===== config.mk =====
export PLATFORM = sky130hd
export DESIGN_NAME = dvrt_ctrl
export DESIGN_NICKNAME = d
export VERILOG_FILES = /design/src/rtl/dvrt_pkg.sv /design/src/rtl/dvrt_ctrl.sv
export SDC_FILE = /design/constraint.sdc
export NUM_CORES = 1
export LEC_CHECK = 0
export BUFFER_PORTS_ARGS = -buffer_cell sky130_fd_sc_hd__buf_2
export CAP_MARGIN = 25
export CORE_AREA = 2 2 39 41
export DETAILED_ROUTE_END_ITERATION = 7
export DIE_AREA = 0 0 41 43
export GPL_TIMING_DRIVEN = 0
export PLACE_DENSITY = 0.71
export SLEW_MARGIN = 5
export SYNTH_ARGS = -nofsm -noshare
export SYNTH_HDL_FRONTEND = slang
export SYNTH_SLANG_ARGS = --single-unit

===== constraint.sdc =====
create_clock -name clk -period 3.4 [get_ports clk]
set_input_delay 0.17 -clock clk [delete_from_list [all_inputs] [get_ports clk]]
set_output_delay 0.17 -clock clk [all_outputs]
set_load 0.05 [all_outputs]

===== src/rtl/dvrt_pkg.sv =====
// ----------------------------------------------------------------------------
// dvrt_pkg
// Shared types and constants of the distance-vector route table: item kinds,
// datapath operation codes and the command/status bundles between the
// controller and the datapath.
// ----------------------------------------------------------------------------
package dvrt_pkg;

	// Table geometry and register defaults
	localparam int          DEFAULT_MAX_NODES = 16;
	localparam logic [4:0]  ACTIVE_RESET      = 5'd16;

	// Distance encoding
	localparam logic [15:0] UNREACH = 16'hFFFF;
	localparam logic [15:0] SAT_MAX = 16'hFFFE;

	// Kind of an input request
	typedef enum logic [1:0] {
		KIND_CLEAR   = 2'd0,
		KIND_INSTALL = 2'd1,
		KIND_RELAX   = 2'd2,
		KIND_READ    = 2'd3
	} kind_t;

	// Datapath operation for the current cycle
	typedef enum logic [2:0] {
		OP_NONE    = 3'd0,
		OP_SWEEP   = 3'd1,
		OP_INST_AB = 3'd2,
		OP_INST_BA = 3'd3,
		OP_PASS1   = 3'd4,
		OP_PASS2   = 3'd5,
		OP_READ    = 3'd6,
		OP_LATCH   = 3'd7
	} dp_op_t;

	// Controller to datapath
	typedef struct packed {
		dp_op_t op;
		logic   load;   // capture the accepted request
		logic   emit;   // move the result into the output register
	} dvrt_cmd_t;

	// Datapath to controller
	typedef struct packed {
		kind_t kind;
		logic  link_ok;     // both ends in range and distinct
		logic  last_col;    // column counter is on the last active node
		logic  sweep_done;  // clearing sweep is on its last address
		logic  out_busy;    // output register holds a result not taken now
	} dvrt_status_t;

endpackage


===== src/rtl/dvrt_ctrl.sv =====
// ----------------------------------------------------------------------------
// dvrt_ctrl
// Request sequencer: decodes each request and steps the datapath through
// the clearing sweep, link install, the two relax passes or a table read.
// ----------------------------------------------------------------------------
module dvrt_ctrl
	import dvrt_pkg::*;
(
	input  logic         clk,
	input  logic         arst_n,
	input  logic         s_tvalid,
	output logic         s_tready,
	input  dvrt_status_t status,
	output dvrt_cmd_t    cmd
);

	typedef enum logic [3:0] {
		ST_INIT,
		ST_IDLE,
		ST_DECODE,
		ST_SWEEP,
		ST_INST1,
		ST_INST2,
		ST_P1,
		ST_P1_DRAIN,
		ST_P2,
		ST_P2_DRAIN,
		ST_RD_ADDR,
		ST_RD_DATA,
		ST_FINISH
	} state_t;

	state_t state_q;

	// Hold state, advance on status
	always_ff @(posedge clk or negedge arst_n) begin
		if (!arst_n) begin
			state_q <= ST_INIT;
		end else begin
			case (state_q)
				ST_INIT: begin
					if (status.sweep_done) state_q <= ST_IDLE;
				end
				ST_IDLE: begin
					if (s_tvalid) state_q <= ST_DECODE;
				end
				ST_DECODE: begin
					case (status.kind)
						KIND_CLEAR:   state_q <= ST_SWEEP;
						KIND_INSTALL: state_q <= status.link_ok ? ST_INST1 : ST_FINISH;
						KIND_RELAX:   state_q <= status.link_ok ? ST_P1 : ST_FINISH;
						KIND_READ:    state_q <= ST_RD_ADDR;
						default:      state_q <= ST_FINISH;
					endcase
				end
				ST_SWEEP: begin
					if (status.sweep_done) state_q <= ST_FINISH;
				end
				ST_INST1:    state_q <= ST_INST2;
				ST_INST2:    state_q <= ST_FINISH;
				ST_P1: begin
					if (status.last_col) state_q <= ST_P1_DRAIN;
				end
				ST_P1_DRAIN: state_q <= ST_P2;
				ST_P2: begin
					if (status.last_col) state_q <= ST_P2_DRAIN;
				end
				ST_P2_DRAIN: state_q <= ST_FINISH;
				ST_RD_ADDR:  state_q <= ST_RD_DATA;
				ST_RD_DATA:  state_q <= ST_FINISH;
				ST_FINISH: begin
					if (!status.out_busy) state_q <= ST_IDLE;
				end
				default:     state_q <= ST_INIT;
			endcase
		end
	end

	assign s_tready = (state_q == ST_IDLE);

	// Drive datapath commands from state
	always_comb begin
		cmd.op   = OP_NONE;
		cmd.load = 1'b0;
		cmd.emit = 1'b0;
		case (state_q)
			ST_INIT:    cmd.op = OP_SWEEP;
			ST_IDLE:    cmd.load = s_tvalid;
			ST_SWEEP:   cmd.op = OP_SWEEP;
			ST_INST1:   cmd.op = OP_INST_AB;
			ST_INST2:   cmd.op = OP_INST_BA;
			ST_P1:      cmd.op = OP_PASS1;
			ST_P2:      cmd.op = OP_PASS2;
			ST_RD_ADDR: cmd.op = OP_READ;
			ST_RD_DATA: cmd.op = OP_LATCH;
			ST_FINISH:  cmd.emit = !status.out_busy;
			default:    cmd.op = OP_NONE;
		endcase
	end

endmodule


==> impl_results.rst, run 1 <==
.. list-table::
   :header-rows: 1

   * - Metric
     - Value
   * - Worst R2R Start
     - state_q[3]
   * - Wire length of the first global-routing pass
     - 1770 um
   * - Area of the die
     - 1760 um^2
   * - Setup slack, reg-to-reg
     - 1.96 ns
   * - Unrepaired setup endpoints after global routing
     - no
   * - Setup CP Type
     - register to primary output
   * - Combined flip-flop and latch cell area
     - 100 um^2
   * - Area delta synth->final
     - 24.3%
   * - Data arrival time at the worst-slack endpoint
     - 1.48 ns
   * - Result of the run
     - complete, no violations
   * - Cells traversed along the worst timing path
     - or2_1 -> nor3_1 -> buf_2
   * - Final instance area
     - 628 um^2
   * - Leading post-synthesis cells by cell area
     - sky130_fd_sc_hd__dfrtp_1, sky130_fd_sc_hd__ha_1, sky130_fd_sc_hd__o21ai_0
   * - Die Y-Extent
     - 43 um
   * - Site row count
     - 14
   * - Number of maximum-capacitance constraint violations
     - 0
   * - Max FO, Critical Path
     - 6
   * - Capture instance of the worst register-to-register path
     - state_q[1]
   * - Number of buffers inserted by post-CTS setup repair
     - 0
   * - Number of global-route vias before repair
     - 453
   * - Pre-CTS WS
     - 1.94 ns
   * - Antenna diodes
     - 0
   * - Primary FF master, synth
     - sky130_fd_sc_hd__dfrtp_1
   * - Transition at the pin with the smallest max-transition slack
     - 0.361 ns
   * - Cell area after placement
     - 596 um^2
   * - Post-synth top cells
     - sky130_fd_sc_hd__o21ai_0, sky130_fd_sc_hd__inv_1, sky130_fd_sc_hd__nand2_1
   * - Sequential element share of the synthesized area
     - 19.8%
   * - Mean routed wirelength per cell
     - 12.2 um
   * - Total number of yosys warnings
     - 0
   * - Kind of launch point of the worst setup path
     - register
   * - Synth Register Bits
     - 4
   * - Source-to-sink clock delay at the later pin of the worst-skew pair
     - 0.24 ns
   * - Synth unique cells
     - 32
   * - Clk root buf
     - sky130_fd_sc_hd__clkbuf_4
   * - Number of filler instances in the final layout
     - 144
   * - Total standard cell area after synthesis
     - 505 um^2
   * - Hold/Removal Path Class
     - primary input to async pin
   * - Final hold violation count
     - 0
   * - Fraction of layout cells with a size suffix above 1
     - 34.2%
   * - Number of nets with antenna violations after detailed routing
     - 0
   * - Crit path largest cell delay
     - 0.41 ns
   * - Total design power
     - 0.629 mW
   * - GRT Overall Usage
     - 15.5%
   * - Register with the most flip-flops
     - state_q
   * - Crit path setup slack, layout
     - 1.75 ns
   * - Vias per cell
     - 5.52
   * - Async set-reset flop share out of synthesis
     - 100%
   * - Number of nets in the final layout
     - 94
   * - Final core utilization
     - 45.4%
   * - Number of flip-flops in the largest register
     - 4
   * - Master of the slowest instance on the critical path
     - sky130_fd_sc_hd__dfrtp_1
   * - Maximum clock skew at final layout
     - 0.000821 ns
   * - Synthesized Nets
     - 74
   * - TritonCTS clock tree
     - built
   * - Maximum clock frequency
     - 607 MHz
   * - Share of Yosys cell area claimed by the top area cell type
     - 19.8%
   * - Post-route DRC
     - 0
   * - Maximum number of pins on one net before global-route repair
     - 11
   * - Power density cells
     - 1000 nW/um^2
   * - Routed wire length
     - 1160 um
   * - Count of cells along the worst register-to-register path
     - 5
   * - Initial cell density of the core
     - 36.5%
   * - Total I/O pin count
     - 15
   * - Antenna violations before repair
     - 0
   * - Global route total overflow
     - 0
   * - Syn Inst Count
     - 61
   * - CTS Buf Count
     - 3
   * - Multi-input combinational cell area
     - 352 um^2
   * - Post-cts gate resize count
     - 0
   * - Vias after detailed routing
     - 524
   * - Clk sinks
     - 4
   * - Setup violators final
     - 0
   * - H-Tree Level Count
     - 1
   * - Post-Synthesis Mean Instance Area
     - 8.29 um^2
   * - Data required time at the worst endpoint
     - 3.23 ns
   * - Accumulated negative setup slack
     - 0 ns
   * - Leading registers by flop count
     - state_q (4)
   * - Floorplan die width
     - 41 um
   * - Final count of pins violating max slew
     - 0
   * - Placer's final routability congestion estimate
     - 0.849
   * - Clock slew seen by the registers of the worst setup and hold paths
     - 0.04 ns
   * - Number of buffers added to fix hold violations after cts
     - 1
   * - Std-Cell Core Area
     - 1380 um^2
   * - Kind of capture point of the worst setup path
     - primary output
   * - Final critical delay including setup and external delays
     - 1.65 ns
   * - IR drop worst, VDD
     - 0.310 mV
   * - Slew margin rel.
     - 75.9%
   * - Top-count cell post-synth
     - sky130_fd_sc_hd__o21ai_0
   * - Detailed-router iteration count before antenna repair
     - 6
   * - Initial DRC count
     - 14
   * - Max Buffers Root-to-Sink
     - 2
   * - Standby leakage power
     - 0.300 nW
   * - EDFF count, synth
     - 0
   * - Buffers on Ports
     - 14
   * - Detailed Place HPWL
     - 864 um
   * - Final cycle utilization of the critical path
     - 48.4%
   * - Most area-hungry cell type in the Yosys netlist
     - sky130_fd_sc_hd__dfrtp_1
## power breakdown
part / total (mW) / internal, mW / switching, mW
clock network: 0.0601 / 0.0396 / 0.0205
logic: 0.479 / 0.161 / 0.318
registers: 0.0901 / 0.0704 / 0.0197
## per-stage QoR
stage	hold WS (ns)	std cells
floorplan	-0.126	61
global placement	-0.0268	91
detailed placement	-0.0258	91
CTS	0.266	95
global route	0.288	95
finish	0.282	95
## how the worst max path moves through the flow
stage | start | to | cells after the start
floorplan | state_q[1] | cmd[0] | 2
global placement | status[4] | state_q[1] | 7
detailed placement | status[4] | state_q[1] | 7
CTS | state_q[2] | cmd[1] | 3
global route | state_q[2] | cmd[1] | 3
finish | state_q[2] | cmd[1] | 3
## cell usage in the layout, fill, tap and decap left out, drive strengths merged, types with 3 or more instances in the layout
cell type / count
buf: 18
o21ai: 7
inv: 6
nand2: 5
a21oi: 4
ha: 4
dfrtp: 4
nor2: 3
clkbuf: 3
## critical path: cells and delay by family (launching register included)
kind,cells,cell delay [ns]
flip-flops,1,0.41
buffers and inverters,1,0.30
AND/OR/NAND/NOR,2,0.53
## layer usage
metal	GRT usage (%)	part of all wire (%)
met2	24.4	51
met4	9.33	1.9
met3	6.28	5.2
met1	16.2	42
met5	0	0
## final cells by class
cell class	instances	share of cell area, %
Timing Repair Buffer	15	12.7
Tap cell	16	3.19
Buffer	4	4.98
Inverter	6	3.59
Sequential cell	4	15.9
Multi-Input combinational cell	47	56.0
Clock buffer	3	3.59
## cell families (layout without fill, tap and decap cells)
group           count (synthesis)  count (layout)  synth area share, %
fa+ha+maj                       4               4                 9.90
flops                           4               4                 19.8
compound gates                 21              21                 32.9
xor+xnor                        1               1                 3.22
buf+inv                        10              28                 10.6
simple gates                   21              21                 23.5
No activity file was read; power rests on OpenSTA's default activity.
==> inputs of run 2 (changes only) <==
- PLACE_DENSITY: 0.71 -> 0.73
- clock period: 3.4 -> 1.4 ns (I/O delays scaled with it)
==> run 2 against run 1 <==
Effect of this change:
- the run now ends with setup timing left
- clock skew about the same
- critical endpoint is now state_q[1]
- final cell count unchanged
- critical path type is now register to register
- largest power group unchanged
- highest routed layer is now met3
- sequential cell count unchanged
==> impl_results.rst, run 2 (synthesis results as in run 1) <==
.. list-table::
   :header-rows: 1

   * - Metric
     - Value
   * - Power density cells
     - 2450 nW/um^2 (+140%)
   * - Number of flip-flops in the largest register
     - 4 (unchanged)
   * - Max FO, Critical Path
     - 10 (+4)
   * - Crit path largest cell delay
     - 0.41 ns (about the same)
   * - Hold/Removal Path Class
     - primary input to async pin
   * - Cells traversed along the worst timing path
     - buf_6 -> nor4b_1 -> a311oi_2 -> a21oi_1 -> a211o_1
   * - Number of buffers inserted by post-CTS setup repair
     - 0 (unchanged)
   * - Post-route DRC
     - 0 (unchanged)
   * - Transition at the pin with the smallest max-transition slack
     - 0.392 ns (+0.0308 ns)
   * - Final cycle utilization of the critical path
     - 107%
   * - Data required time at the worst endpoint
     - 1.50 ns (-1.73 ns)
   * - Std-Cell Core Area
     - 1380 um^2 (unchanged)
   * - Mean routed wirelength per cell
     - 13.3 um (+9.4%)
   * - Commonest non-fill, non-tap cells in the layout
     - sky130_fd_sc_hd__buf_2, sky130_fd_sc_hd__buf_6, sky130_fd_sc_hd__nand2_1, sky130_fd_sc_hd__inv_1
   * - Leading cell type in the layout, fill and taps excluded
     - sky130_fd_sc_hd__buf_2
   * - GRT Overall Usage
     - 16.8% (+1.3 points)
   * - Buffers on Ports
     - 14 (unchanged)
   * - Data arrival time at the worst-slack endpoint
     - 1.61 ns (+0.13 ns)
   * - Number of buffers and inverters on the critical path
     - 1 (unchanged)
   * - Number of nets with antenna violations after detailed routing
     - 0 (unchanged)
   * - Leading registers by flop count
     - state_q (4)
   * - Max Buffers Root-to-Sink
     - 2 (unchanged)
   * - Area of the die
     - 1760 um^2 (unchanged)
   * - H-Tree Level Count
     - 1 (unchanged)
   * - Setup violators final
     - 8 (+8)
   * - Final hold violation count
     - 0 (unchanged)
   * - Switching power
     - 0.966 mW (+170%)
   * - Placed cell count
     - 91 (unchanged)
   * - Antenna violations before repair
     - 0 (unchanged)
   * - Result of the run
     - finished with violations
   * - Fraction of layout cells with a size suffix above 1
     - 43.0% (+8.9 points)
   * - Maximum clock skew at final layout
     - 0.000816 ns (-0.00000465 ns)
   * - Non-filler cells, final
     - 95 (unchanged)
   * - Vias per cell
     - 5.47 (-0.76%)
   * - IR drop worst, VDD
     - 0.772 mV (+150%)
   * - Clock slew seen by the registers of the worst setup and hold paths
     - 0.04 ns (about the same)
   * - CTS Buf Count
     - 3 (unchanged)
   * - Master of the slowest instance on the critical path
     - sky130_fd_sc_hd__dfrtp_1
   * - Count of cells along the worst register-to-register path
     - 5 (unchanged)
   * - Number of global-route vias before repair
     - 498 (+9.9%)
   * - Vias after detailed routing
     - 520 (-0.76%)
   * - TritonCTS clock tree
     - built
   * - Total I/O pin count
     - 15 (unchanged)
   * - Kind of launch point of the worst setup path
     - register
   * - Global route total overflow
     - 0 (unchanged)
   * - Crit path setup slack, layout
     - -0.104 ns (-1.86 ns)
   * - Number of maximum-capacitance constraint violations
     - 0 (unchanged)
   * - Detailed Place HPWL
     - 916 um (+6.0%)
   * - Floorplan die width
     - 41 um (unchanged)
   * - Register with the most flip-flops
     - state_q
   * - Source-to-sink clock delay at the later pin of the worst-skew pair
     - 0.23 ns (about the same)
   * - Family of cells with the greatest summed delay on the critical path
     - compound AO/OA/AOI/OAI gates
   * - Area delta synth->final
     - 41.6%
   * - Worst R2R Start
     - state_q[3]
   * - Site row count
     - 14 (unchanged)
   * - Die Y-Extent
     - 43 um (unchanged)
   * - Count of cell instances traversed by the critical path
     - 5 (+2)
   * - Clock network fraction of total power
     - 8.2% (-1.4 points)
   * - Total internal power
     - 0.789 mW (+190%)
   * - Origin of the worst setup path
     - state_q[3]
   * - Share of power burned in combinational logic
     - 78.7% (+2.6 points)
   * - Initial DRC count
     - 7 (-7)
   * - Detailed-router iteration count before antenna repair
     - 4 (-2)
   * - Switching Fraction
     - 55.0% (-1.9 points)
   * - Maximum number of pins on one net before global-route repair
     - 11 (unchanged)
   * - Failing checks
     - setup timing
   * - Clk root buf
     - sky130_fd_sc_hd__clkbuf_4
   * - Routed wire length
     - 1270 um (+9.4%)
   * - Unrepaired setup endpoints after global routing
     - yes
   * - Pre-CTS WS
     - -0.0574 ns (-2.00 ns)
   * - Wire length of the first global-routing pass
     - 2030 um (+14%)
   * - Kind of capture point of the worst setup path
     - register
   * - Maximum clock frequency
     - 665 MHz
   * - Initial cell density of the core
     - 36.5% (unchanged)
   * - Number of nets in the final layout
     - 94 (unchanged)
   * - Standby leakage power
     - 0.320 nW (+6.7%)
   * - Placer's final routability congestion estimate
     - 0.812 (-4.4%)
   * - Clk sinks
     - 4 (unchanged)
   * - Sequential share of power
     - 13.2% (-1.1 points)
   * - Slew margin rel.
     - 73.5% (-2.4 points)
   * - Final count of pins violating max slew
     - 0 (unchanged)
   * - Setup CP Type
     - register to register
   * - Antenna diodes
     - 0 (unchanged)
   * - Final critical delay including setup and external delays
     - 1.50 ns
[run 2: cell count changes in the layout (fill, tap and decap cells not counted), sizes merged]
cell,before,now
buf,18,17
clkbuf,3,4
[run 2: worst register-to-register path: cells and delay by family, from the launching register on]
kind	cells	cell delay, ns
compound gates	3	0.66
flops	1	0.41
buf+inv	1	0.16
simple gates	1	0.14
[run 2: power groups by stage]
stage | combinational [mW] | sequential, mW | clock (mW)
after global placement | 1.23 | 0.219 | 0
after CTS | 1.33 | 0.225 | 0.150
final | 1.38 | 0.231 | 0.143
after floorplan | 1.03 | 0.209 | 0
after global routing | 1.48 | 0.236 | 0.169
after detailed placement | 1.24 | 0.222 | 0
[run 2: cell type report]
type | instances | area [um^2]
tap | 16 | 20.0
sequential | 4 | 101
clock buffer | 3 | 22.5
inverter | 6 | 22.5
fill | 127 | 668
multi-input combinational | 47 | 402
buffer | 4 | 37.5
timing repair buffer | 15 | 110
[run 2: per-layer routing]
metal | wire [um] | up-vias | track usage [%]
met3 | 52 | 0 | 6.28
met1 | 558 | 248 | 20.1
met5 | 0 | - | 0
li1 | - | 256 | -
met4 | 0 | 0 | 6.00
met2 | 657 | 16 | 26.3
[run 2: repair_timing]
item                       in CTS  in global routing
resized for setup              10                  5
hold buffers                    1                  0
hold endpoints to repair        4                  0
setup endpoints to repair       9                 10
[run 2: worst paths after layout]
kind / end / slack [ns]
setup reg to reg: state_q[1] / -0.10
min in group clk: state_q[0] / 0.24
hold reg to reg: state_q[0] / 0.67
max in group asynchronous: state_q[1] / 1.11
hold / removal: state_q[0] / 0.17
setup / recovery: state_q[1] / -0.10
[run 2: metrics by stage]
stage / hold WS [ns] / cell area (um^2) / setup TNS [ns] / total power [mW] / utilization [%]
after floorplan: -0.226 / 546 / -0.180 / 1.24 / -
after global placement: -0.126 / 636 / -0.0784 / 1.45 / 45.9
after detailed placement: -0.123 / 636 / -0.131 / 1.47 / 45.9
after CTS: 0.162 / 696 / -0.339 / 1.71 / 50.3
after global routing: 0.177 / 716 / -0.956 / 1.88 / 51.7
final: 0.165 / 716 / -0.325 / 1.75 / 51.7
